### src/rtl/tta_pkg.sv
// Package for the toggle trackball accelerator: shared types, widths and step table.
// No dependencies; imported by the lane and the top level.
`default_nettype none
package tta_pkg;

    localparam int STEP_W    = 22;
    localparam int IN_BYTES  = 5;
    localparam int OUT_BYTES = 6;
    localparam int NOW_W     = 32;
    localparam int TABLE_TOP = 33;
    localparam int IDX_W     = 6;

    localparam logic [STEP_W-1:0] FAR_STEP = STEP_W'(2);

    typedef logic signed [STEP_W-1:0] t_step;

    typedef struct packed {
        logic accept;
        logic primed;
    } t_lane_ctl;

    function automatic logic [STEP_W-1:0] step_mag(input logic [IDX_W-1:0] idx);
        logic [STEP_W-1:0] mag;
        case (idx)
            6'd1:  mag = STEP_W'(1736299);
            6'd2:  mag = STEP_W'(1863);
            6'd3:  mag = STEP_W'(190);
            6'd4:  mag = STEP_W'(61);
            6'd5:  mag = STEP_W'(30);
            6'd6:  mag = STEP_W'(19);
            6'd7:  mag = STEP_W'(14);
            6'd8:  mag = STEP_W'(11);
            6'd9:  mag = STEP_W'(9);
            6'd10: mag = STEP_W'(7);
            6'd11: mag = STEP_W'(6);
            6'd12: mag = STEP_W'(6);
            6'd13: mag = STEP_W'(5);
            6'd14: mag = STEP_W'(5);
            6'd15: mag = STEP_W'(4);
            6'd16: mag = STEP_W'(4);
            6'd17: mag = STEP_W'(4);
            6'd18: mag = STEP_W'(4);
            6'd19: mag = STEP_W'(4);
            6'd20, 6'd21, 6'd22, 6'd23, 6'd24, 6'd25, 6'd26,
            6'd27, 6'd28, 6'd29, 6'd30, 6'd31, 6'd32, 6'd33: mag = STEP_W'(3);
            default: mag = FAR_STEP;
        endcase
        return mag;
    endfunction

endpackage
`default_nettype wire

### src/rtl/trackball_toggle_accelerator.sv
// Top level of the toggle trackball accelerator: two axis lanes, merge and output register.
// Depends on tta_pkg and tta_lane.
//
// Takes one sensor sample per clock and returns one result per sample in the cycle after
// the input transfer; throughput is one item per cycle while the output side accepts.
// Each lane compares its two pins, subtracts the stored change time and looks up the
// step in a 33-entry table in the same cycle; the merge stage forms the moved flag and
// feeds a single output register. The first sample after reset only primes the lanes
// and returns zero steps.
`default_nettype none
module trackball_toggle_accelerator #(
    parameter int TIME_WIDTH = 32
) (
    input  wire        i_clk,
    input  wire        i_rst_n,
    input  wire        s_axis_tvalid,
    output logic       s_axis_tready,
    // [0] left_level, [1] right_level, [2] up_level, [3] down_level, [35:4] now_ms
    input  wire [39:0] s_axis_tdata,
    output logic       m_axis_tvalid,
    input  wire        m_axis_tready,
    // [21:0] x_step, [43:22] y_step, [44] moved
    output logic [47:0] m_axis_tdata
);
    import tta_pkg::*;

    logic                  r_primed;
    logic                  r_valid;
    t_step                 r_x;
    t_step                 r_y;
    logic                  r_moved;

    logic                  accept;
    logic [63:0]           now_wide;
    logic [TIME_WIDTH-1:0] now_t;
    t_lane_ctl             ctl;
    t_step                 x_step;
    t_step                 y_step;

    assign s_axis_tready = !r_valid || m_axis_tready;
    assign accept        = s_axis_tvalid && s_axis_tready;
    assign now_wide      = {32'b0, s_axis_tdata[35:4]};
    assign now_t         = now_wide[TIME_WIDTH-1:0];
    assign ctl           = '{accept: accept, primed: r_primed};

    tta_lane #(.TIME_WIDTH(TIME_WIDTH)) u_lane_x (
        .i_clk      (i_clk),
        .i_ctl      (ctl),
        .i_lo_level (s_axis_tdata[0]),
        .i_hi_level (s_axis_tdata[1]),
        .i_now      (now_t),
        .o_step     (x_step)
    );

    tta_lane #(.TIME_WIDTH(TIME_WIDTH)) u_lane_y (
        .i_clk      (i_clk),
        .i_ctl      (ctl),
        .i_lo_level (s_axis_tdata[2]),
        .i_hi_level (s_axis_tdata[3]),
        .i_now      (now_t),
        .o_step     (y_step)
    );

    always_ff @(posedge i_clk) begin
        if (!i_rst_n) begin
            r_primed <= 1'b0;
            r_valid  <= 1'b0;
        end else begin
            if (accept) begin
                r_primed <= 1'b1;
                r_valid  <= 1'b1;
            end else if (m_axis_tready) begin
                r_valid  <= 1'b0;
            end
        end
    end

    always_ff @(posedge i_clk) begin
        if (accept) begin
            r_x     <= x_step;
            r_y     <= y_step;
            r_moved <= (x_step != '0) || (y_step != '0);
        end
    end

    assign m_axis_tvalid = r_valid;
    assign m_axis_tdata  = {3'b0, r_moved, r_y, r_x};

endmodule
`default_nettype wire

### src/rtl/tta_lane.sv
// One axis lane of the toggle trackball accelerator: two pins, their last levels and
// change times, and the signed step. Depends on tta_pkg.
`default_nettype none
module tta_lane #(
    parameter int TIME_WIDTH = 32
) (
    input  wire                   i_clk,
    input  wire tta_pkg::t_lane_ctl i_ctl,
    input  wire                   i_lo_level,
    input  wire                   i_hi_level,
    input  wire  [TIME_WIDTH-1:0] i_now,
    output tta_pkg::t_step        o_step
);
    import tta_pkg::*;

    logic [1:0]            r_level;
    logic [TIME_WIDTH-1:0] r_time [2];

    logic                  lo_chg;
    logic                  hi_chg;
    logic                  sel;
    logic [TIME_WIDTH-1:0] delta;
    logic [TIME_WIDTH-1:0] delta_eff;
    logic [STEP_W-1:0]     mag;
    logic [1:0]            cur_level;

    always_comb begin
        cur_level = {i_hi_level, i_lo_level};
        lo_chg    = i_lo_level != r_level[0];
        hi_chg    = i_hi_level != r_level[1];
        sel       = !lo_chg;
        delta     = i_now - r_time[sel];
        delta_eff = (delta == '0) ? TIME_WIDTH'(1) : delta;
        if (delta_eff <= TIME_WIDTH'(TABLE_TOP)) begin
            mag = step_mag(delta_eff[IDX_W-1:0]);
        end else begin
            mag = FAR_STEP;
        end
        if (!i_ctl.primed || !(lo_chg || hi_chg)) begin
            o_step = '0;
        end else if (lo_chg) begin
            o_step = -$signed(mag);
        end else begin
            o_step = $signed(mag);
        end
    end

    always_ff @(posedge i_clk) begin
        if (i_ctl.accept) begin
            if (!i_ctl.primed) begin
                r_level   <= cur_level;
                r_time[0] <= i_now;
                r_time[1] <= i_now;
            end else if (lo_chg || hi_chg) begin
                r_level[sel] <= cur_level[sel];
                r_time[sel]  <= i_now;
            end
        end
    end

endmodule
`default_nettype wire

### config.mk
export PLATFORM = sky130hd
export DESIGN_NAME = trackball_toggle_accelerator
export DESIGN_NICKNAME = d
export VERILOG_FILES = /design/src/rtl/tta_pkg.sv /design/src/rtl/trackball_toggle_accelerator.sv /design/src/rtl/tta_lane.sv
export SDC_FILE = /design/constraint.sdc
export NUM_CORES = 1
export LEC_CHECK = 0
export ABC_CLOCK_PERIOD_IN_PS = 7600
export BUFFER_PORTS_ARGS = -buffer_cell sky130_fd_sc_hd__buf_2
export CORE_AREA = 2 2 176 178
export CTS_BUF_LIST = sky130_fd_sc_hd__clkbuf_4 sky130_fd_sc_hd__clkbuf_8 sky130_fd_sc_hd__clkbuf_16
export CTS_CLUSTER_SIZE = 25
export DETAILED_ROUTE_END_ITERATION = 10
export DIE_AREA = 0 0 178 180
export SLEW_MARGIN = 25
export SYNTH_ARGS = -nofsm -noshare
export SYNTH_HDL_FRONTEND = slang
export SYNTH_SLANG_ARGS = --single-unit
### constraint.sdc
create_clock -name i_clk -period 7.6 [get_ports i_clk]
set_input_delay 0.76 -clock i_clk [delete_from_list [all_inputs] [get_ports i_clk]]
set_output_delay 0.76 -clock i_clk [all_outputs]
set_load 0.005 [all_outputs]
==> metrics, run 1 <==
worst relative slew slack=52.0%; Root Buffer=clkbuf_16; H-tree lvl count=4; first-pass GRT wire length=53.4 mm; FMAX=0.140 GHz; post-synth cell types=83; drt first pass iters=5; placed cells=1816; post-route clock period utilization=94.3%; Cell Count, Final, Fillers Out=1852; commonest non-fill, non-tap cell in the layout=edfxtp_1; Vias/cell=5.77; DR vias=10.7k; WS Path Type=in2reg; nature of the critical path endpoint=flip-flop; flops & latches, synth=179; Slew Limit Fails=0; detailed-route DRC error count=0; I/O pin count=94; RSZ-0062 raised after global routing=false; vias in the first global route=9963; number of synthesized flops with an enable pin=177; nets@finish=1569; PwrDens=234 nW/µm²; grt ovf=0; sequential area share after synthesis=42.1%; Layout area overhead=17.4%; crit path DAT=7330 ps; Final ANT Viol Nets=0; initial antenna violation count=2; CP required=7770 ps; Slowest-stage cell, CP=or4_1; PortBufs=86; CTS buffer count=17; Leak Pwr=5.93 nW; maximum clock path buffer count=2; max_cap viols=0; CP Launch Type=primary input; CP most frequent cell=nor4_1; routed len/inst=18.2 µm; Hold Path Class=reg2reg; most frequent cells in the layout=edfxtp_1, nor2_1, buf_4; CTS sink cnt=179; ys flop type=edfxtp_1; Initial Util=42.2%; Core Footprint=30200 µm²; worst ir drop on vdd=164 µV; ratio of cells with drive above 1 in the final layout=18.4%; Rows=64; largest net degree at the start of global routing=46; Layout Skew=16.0 ps; Setup violations, final=0; Post-CTS Setup Inserts=0; WHS=561 ps; crit-path max FO=23; Fin Setup TNS=0 ps; min Tclk post-route=7160 ps; Worst-Skew Late Latency=430 ps; Hold Violations, Final=0; Syn Std Cell Area=12700 µm²; die width=178 µm; worst-margin pin slew=715 ps; detailed-route wire length=33.7 mm; clock slew at reported path FFs=70 ps; Die Y=180 µm; Synth Instances=1296; RD Place Congestion=0.957; Avg Cell Area, Syn=9.82 µm²; GRT Overall Usage=20.9%; die area=32000 µm²; DRT iter0 DRCs=936; dpl hpwl=26.0 mm; status=completed; Yosys warnings=0; Async S/R FF share, synth=0%; CTS tree=yes; CP peak stage delay=610 ps
==> per-stage QoR <==
step                util, %  instance area [µm²]  setup WS (ps)  total power [mW]
floorplan                 -                12800           12.8              2.14
finish                 49.5                14900            436              3.50
detailed placement     47.3                14300          -38.5              2.59
global placement       47.2                14200           47.7              2.57
CTS                    49.2                14900            390              3.49
global route           49.5                14900           1.57              3.70
==> power breakdown <==
group	switching, mW	internal (mW)
clock	0.409	0.495
sequential	0.0173	1.17
combinational	0.851	0.557
==> final cells by class <==
type / count / area [µm²]
multi-input combinational: 1011 / 7040
inverter: 37 / 139
fill: 2827 / 15200
antenna: 2 / 5.00
clock buffer: 17 / 425
tap: 396 / 495
sequential: 179 / 5360
clock inverter: 15 / 169
timing repair buffer: 195 / 1310
==> routing by layer <==
layer  GRT usage (%)  share of wire (%)
met5               0              0.027
met3            2.75                4.8
met4            5.11                1.4
met1            29.2                 47
met2            34.3                 47
==> repair_timing <==
item | in CTS | in global routing
resized for setup | 0 | 4
hold buffers | 0 | 0
setup endpoints to repair | 0 | 1
==> synth_stat cells (5+ instances only) <==
library cell | number | area share [%]
and3_1 | 16 | 0.79
edfxtp_1 | 177 | 42
nand3_1 | 22 | 0.87
nor4b_1 | 6 | 0.41
o31ai_1 | 8 | 0.47
o21ai_0 | 78 | 3.1
xor2_1 | 24 | 1.7
nor3_1 | 27 | 1.1
and4_1 | 11 | 0.76
ha_1 | 82 | 8.1
mux2_2 | 7 | 0.62
nor4_1 | 12 | 0.59
nand2b_1 | 18 | 0.88
o21a_1 | 19 | 1.1
clkbuf_1 | 52 | 1.5
buf_2 | 7 | 0.28
o22ai_1 | 8 | 0.39
or4_1 | 11 | 0.65
buf_1 | 6 | 0.18
nand4b_1 | 6 | 0.41
o21bai_1 | 10 | 0.59
nand4_1 | 34 | 1.7
and2_1 | 12 | 0.59
mux2i_1 | 76 | 6.0
a21oi_1 | 105 | 4.1
o211a_1 | 5 | 0.39
nor2b_1 | 6 | 0.29
a211oi_1 | 19 | 1.1
nand2_1 | 102 | 3.0
or3_1 | 11 | 0.54
o211ai_1 | 12 | 0.71
xnor2_1 | 19 | 1.3
a21o_1 | 19 | 1.1
a31oi_1 | 13 | 0.64
nor2_1 | 111 | 3.3
a211o_1 | 6 | 0.41
inv_1 | 37 | 1.1
a21boi_0 | 9 | 0.53
==> registers in the layout, summed over array words and instances (netlist names) <==
name / count
r_primed: 1
u_lane_x.r_level: 2
r_moved: 1
u_lane_y.r_level: 2
u_lane_x.r_time: 64
u_lane_y.r_time: 64
m_axis_tvalid: 1
r_y: 22
r_x: 22
==> worst paths after layout <==
check	start	end	slack [ps]	cells after the start
max reg2reg	u_lane_y.r_level[0]	r_moved	510	28
min reg2reg	m_axis_tvalid	m_axis_tvalid	560	2
max	s_axis_tdata[2]	r_moved	440	28
min	m_axis_tvalid	m_axis_tvalid	560	2
==> worst max-delay path: cells and delay by family <==
family | cells | cell delay [ps]
adder cells (fa/ha/maj) | 3 | 930
buffers and inverters | 4 | 700
multiplexers | 1 | 200
AO/OA/AOI/OAI | 9 | 1900
AND/OR/NAND/NOR | 11 | 2820
==> logic make-up after synthesis <==
logic type / after synthesis / synth area share, %
AND/OR/NAND/NOR: 428 / 17.4
AO/OA/AOI/OAI: 370 / 19.1
flip-flops: 179 / 42.1
buffers and inverters: 108 / 3.49
adder cells (fa/ha/maj): 84 / 8.38
multiplexers: 83 / 6.60
XOR/XNOR: 43 / 2.96
other: 1 / 0.0295
Power figures use the tool's default switching activity.
==> inputs of run 2 (changes only) <==
CORE_AREA = 2 2 154 156   (was 2 2 176 178)
DIE_AREA = 0 0 156 158   (was 0 0 178 180)
GPL_TIMING_DRIVEN = 0   (was not set)
PLACE_DENSITY = 0.77   (was not set)
==> run 2 against run 1 <==
Compared with the run above:
- clock skew increased by 1.8 ps
- flip-flop and latch count unchanged
- die area is 23% lower
- fmax decreased by 2.6%
- via count is 1.3% higher
- first-iteration DRC count is 0.32% lower
- total power is 1.4% lower
- clock-buffer cell count did not move
- setup slack worse by 190 ps
- register-to-register slack worse by 220 ps
- hold slack got worse by 29 ps
- critical endpoint unchanged
- highest routed layer unchanged
==> metrics, run 2 (same netlist as run 1, synthesis figures left out) <==
status=completed; top flop regs=u_lane_x.r_time x64, u_lane_y.r_time x64; GRT Overall Usage=27.0% (+6.1 points); Vias/cell=6.31 (+9.3%); Leak Pwr=5.70 nW (-3.9%); dpl hpwl=25.1 mm (-3.4%); crit-path max FO=10 (-57%); ratio of cells with drive above 1 in the final layout=17.0% (-1.4 points); design area=14700 µm² (-1.7%); final core occ=63.7% (+14 points); max_cap viols=0 (unchanged); Rows=56 (-13%); detailed-route DRC error count=0 (unchanged); multi-input logic area=7260 µm² (+3.1%); FMAX=0.136 GHz (-2.6%); RD Place Congestion=0.963 (+0.64%); Hold Violations, Final=0 (unchanged); WL met1=14.8 mm (-6.1%); Initial Util=55.2% (+13 points); nets@finish=1540 (-1.8%); DR vias=10.8k (+1.3%); maximum clock path buffer count=2 (unchanged); CTS buffer count=17 (unchanged); CTS tree=yes; min Tclk post-route=7350 ps (+188 ps); WS Path Type=in2reg; PwrDens=235 nW/µm² (+0.34%); hold buffer count at CTS=0 (unchanged); Setup violations, final=0 (unchanged); drt first pass iters=6 (+1); Core Footprint=23100 µm² (-24%); nature of the critical path endpoint=flip-flop; met2 routed WL=16.1 mm (+1.5%); Seq. cell area=5360 µm² (unchanged); die width=156 µm (-12%); met3 wire len=2.03 mm (+26%); worst relative slew slack=51.1% (-0.83 points); CTS sink cnt=179 (unchanged); Worst-Skew Late Latency=440 ps (about the same); top sig layer=met5; initial antenna violation count=2 (unchanged); H-tree lvl count=4 (unchanged); Layout area overhead=15.4%; worst ir drop on vdd=180 µV (+9.4%); crit path DAT=7530 ps (+200 ps); routed len/inst=19.5 µm (+7.3%); I/O pin count=94 (unchanged); Slowest-stage cell, CP=or4_4; Die Y=158 µm (-12%); CP peak stage delay=610 ps (about the same); largest net degree at the start of global routing=28 (-39%); Layout Skew=17.7 ps (+1.76 ps); CP Launch Type=primary input; placed cell areas=13700 µm² (-3.7%); most frequent cells in the layout=edfxtp_1, nor2_1, nand2_1; Slew Limit Fails=0 (unchanged); CP required=7770 ps (about the same); vias in the first global route=9820 (-1.4%); Root Buffer=clkbuf_16; worst-margin pin slew=728 ps (+12.3 ps); DRT iter0 DRCs=933 (-0.32%); die area=24600 µm² (-23%); Final ANT Viol Nets=0 (unchanged); clock slew at reported path FFs=70 ps (about the same); commonest non-fill, non-tap cell in the layout=edfxtp_1; PortBufs=86 (unchanged); Hold Path Class=reg2reg; grt ovf=0 (unchanged); first-pass GRT wire length=52.2 mm (-2.2%); CP bufs+invs=4 (unchanged); post-route clock period utilization=96.7% (+2.5 points); detailed-route wire length=33.5 mm (-0.59%); delay-heaviest family, CP=simple AND/OR/NAND/NOR gates; Fillers=1847 (-35%)
run 2: changes by cell type in the layout (fill, tap and decap cells not counted), moves of 9 or more:
| cell | change |
|---|---|
| a21oi_2 | +13 |
| clkbuf_1 | +35 |
| a21oi_1 | -14 |
| o21ai_0 | -9 |
| buf_4 | -86 |
run 2: layout make-up:
| class | instances | area share, % |
|---|---|---|
| multi-input combinational | 1011 | 49.4 |
| sequential | 179 | 36.5 |
| timing repair buffer | 104 | 4.48 |
| clock buffer | 17 | 2.90 |
| tap | 290 | 2.47 |
| buffer | 62 | 2.29 |
| clock inverter | 15 | 0.988 |
| inverter | 37 | 0.946 |
| antenna | 1 | 0.0170 |
run 2: path summary, 6_finish.rpt:
check / from / to / slack, ps / cells past startpoint
max: s_axis_tdata[2] / r_moved / 250 / 28
min reg2reg: m_axis_tvalid / m_axis_tvalid / 530 / 2
min: m_axis_tvalid / m_axis_tvalid / 530 / 2
max reg2reg: u_lane_y.r_level[0] / r_moved / 290 / 28
run 2: what timing repair did:
item | in CTS | in global routing
setup endpoints to repair | 35 | 12
cloned | 0 | 0
pin swaps | 4 | 12
buffers inserted | 7 | 6
resized for setup | 38 | 57
run 2: power by group:
group	internal (mW)	total [mW]	switching (mW)	leakage, nW
logic	0.506	1.38	0.875	3.69
registers	1.17	1.19	0.0168	1.73
clock network	0.462	0.883	0.421	0.273
run 2: worst register-to-register path, delay by kind of cell (launching register included):
| family | cells | cell delay, ps |
|---|---|---|
| XOR/XNOR | 1 | 240 |
| buffers and inverters | 4 | 600 |
| flip-flops | 1 | 330 |
| AO/OA/AOI/OAI | 9 | 2280 |
| multiplexers | 1 | 230 |
| adder cells (fa/ha/maj) | 3 | 860 |
| AND/OR/NAND/NOR | 10 | 2530 |
run 2: through the flow:
stage               power (mW)  hold WS, ps  setup TNS [ps]  setup WS (ps)  cells
global route              3.63          560           -28.4          -28.4   1715
detailed placement        2.48          526          -32800          -1780   1679
floorplan                 2.14          545               0           12.8   1298
CTS                       3.39          536               0           29.9   1709
finish                    3.45          533               0            248   1716
global placement          2.46          505          -30020          -1660   1674
run 2: layer usage:
layer | up-vias | track usage [%]
met1 | 5161 | 36.2
met5 | - | 0
met2 | 404 | 46.4
met4 | 2 | 6.77
met3 | 51 | 3.78
li1 | 5208 | -
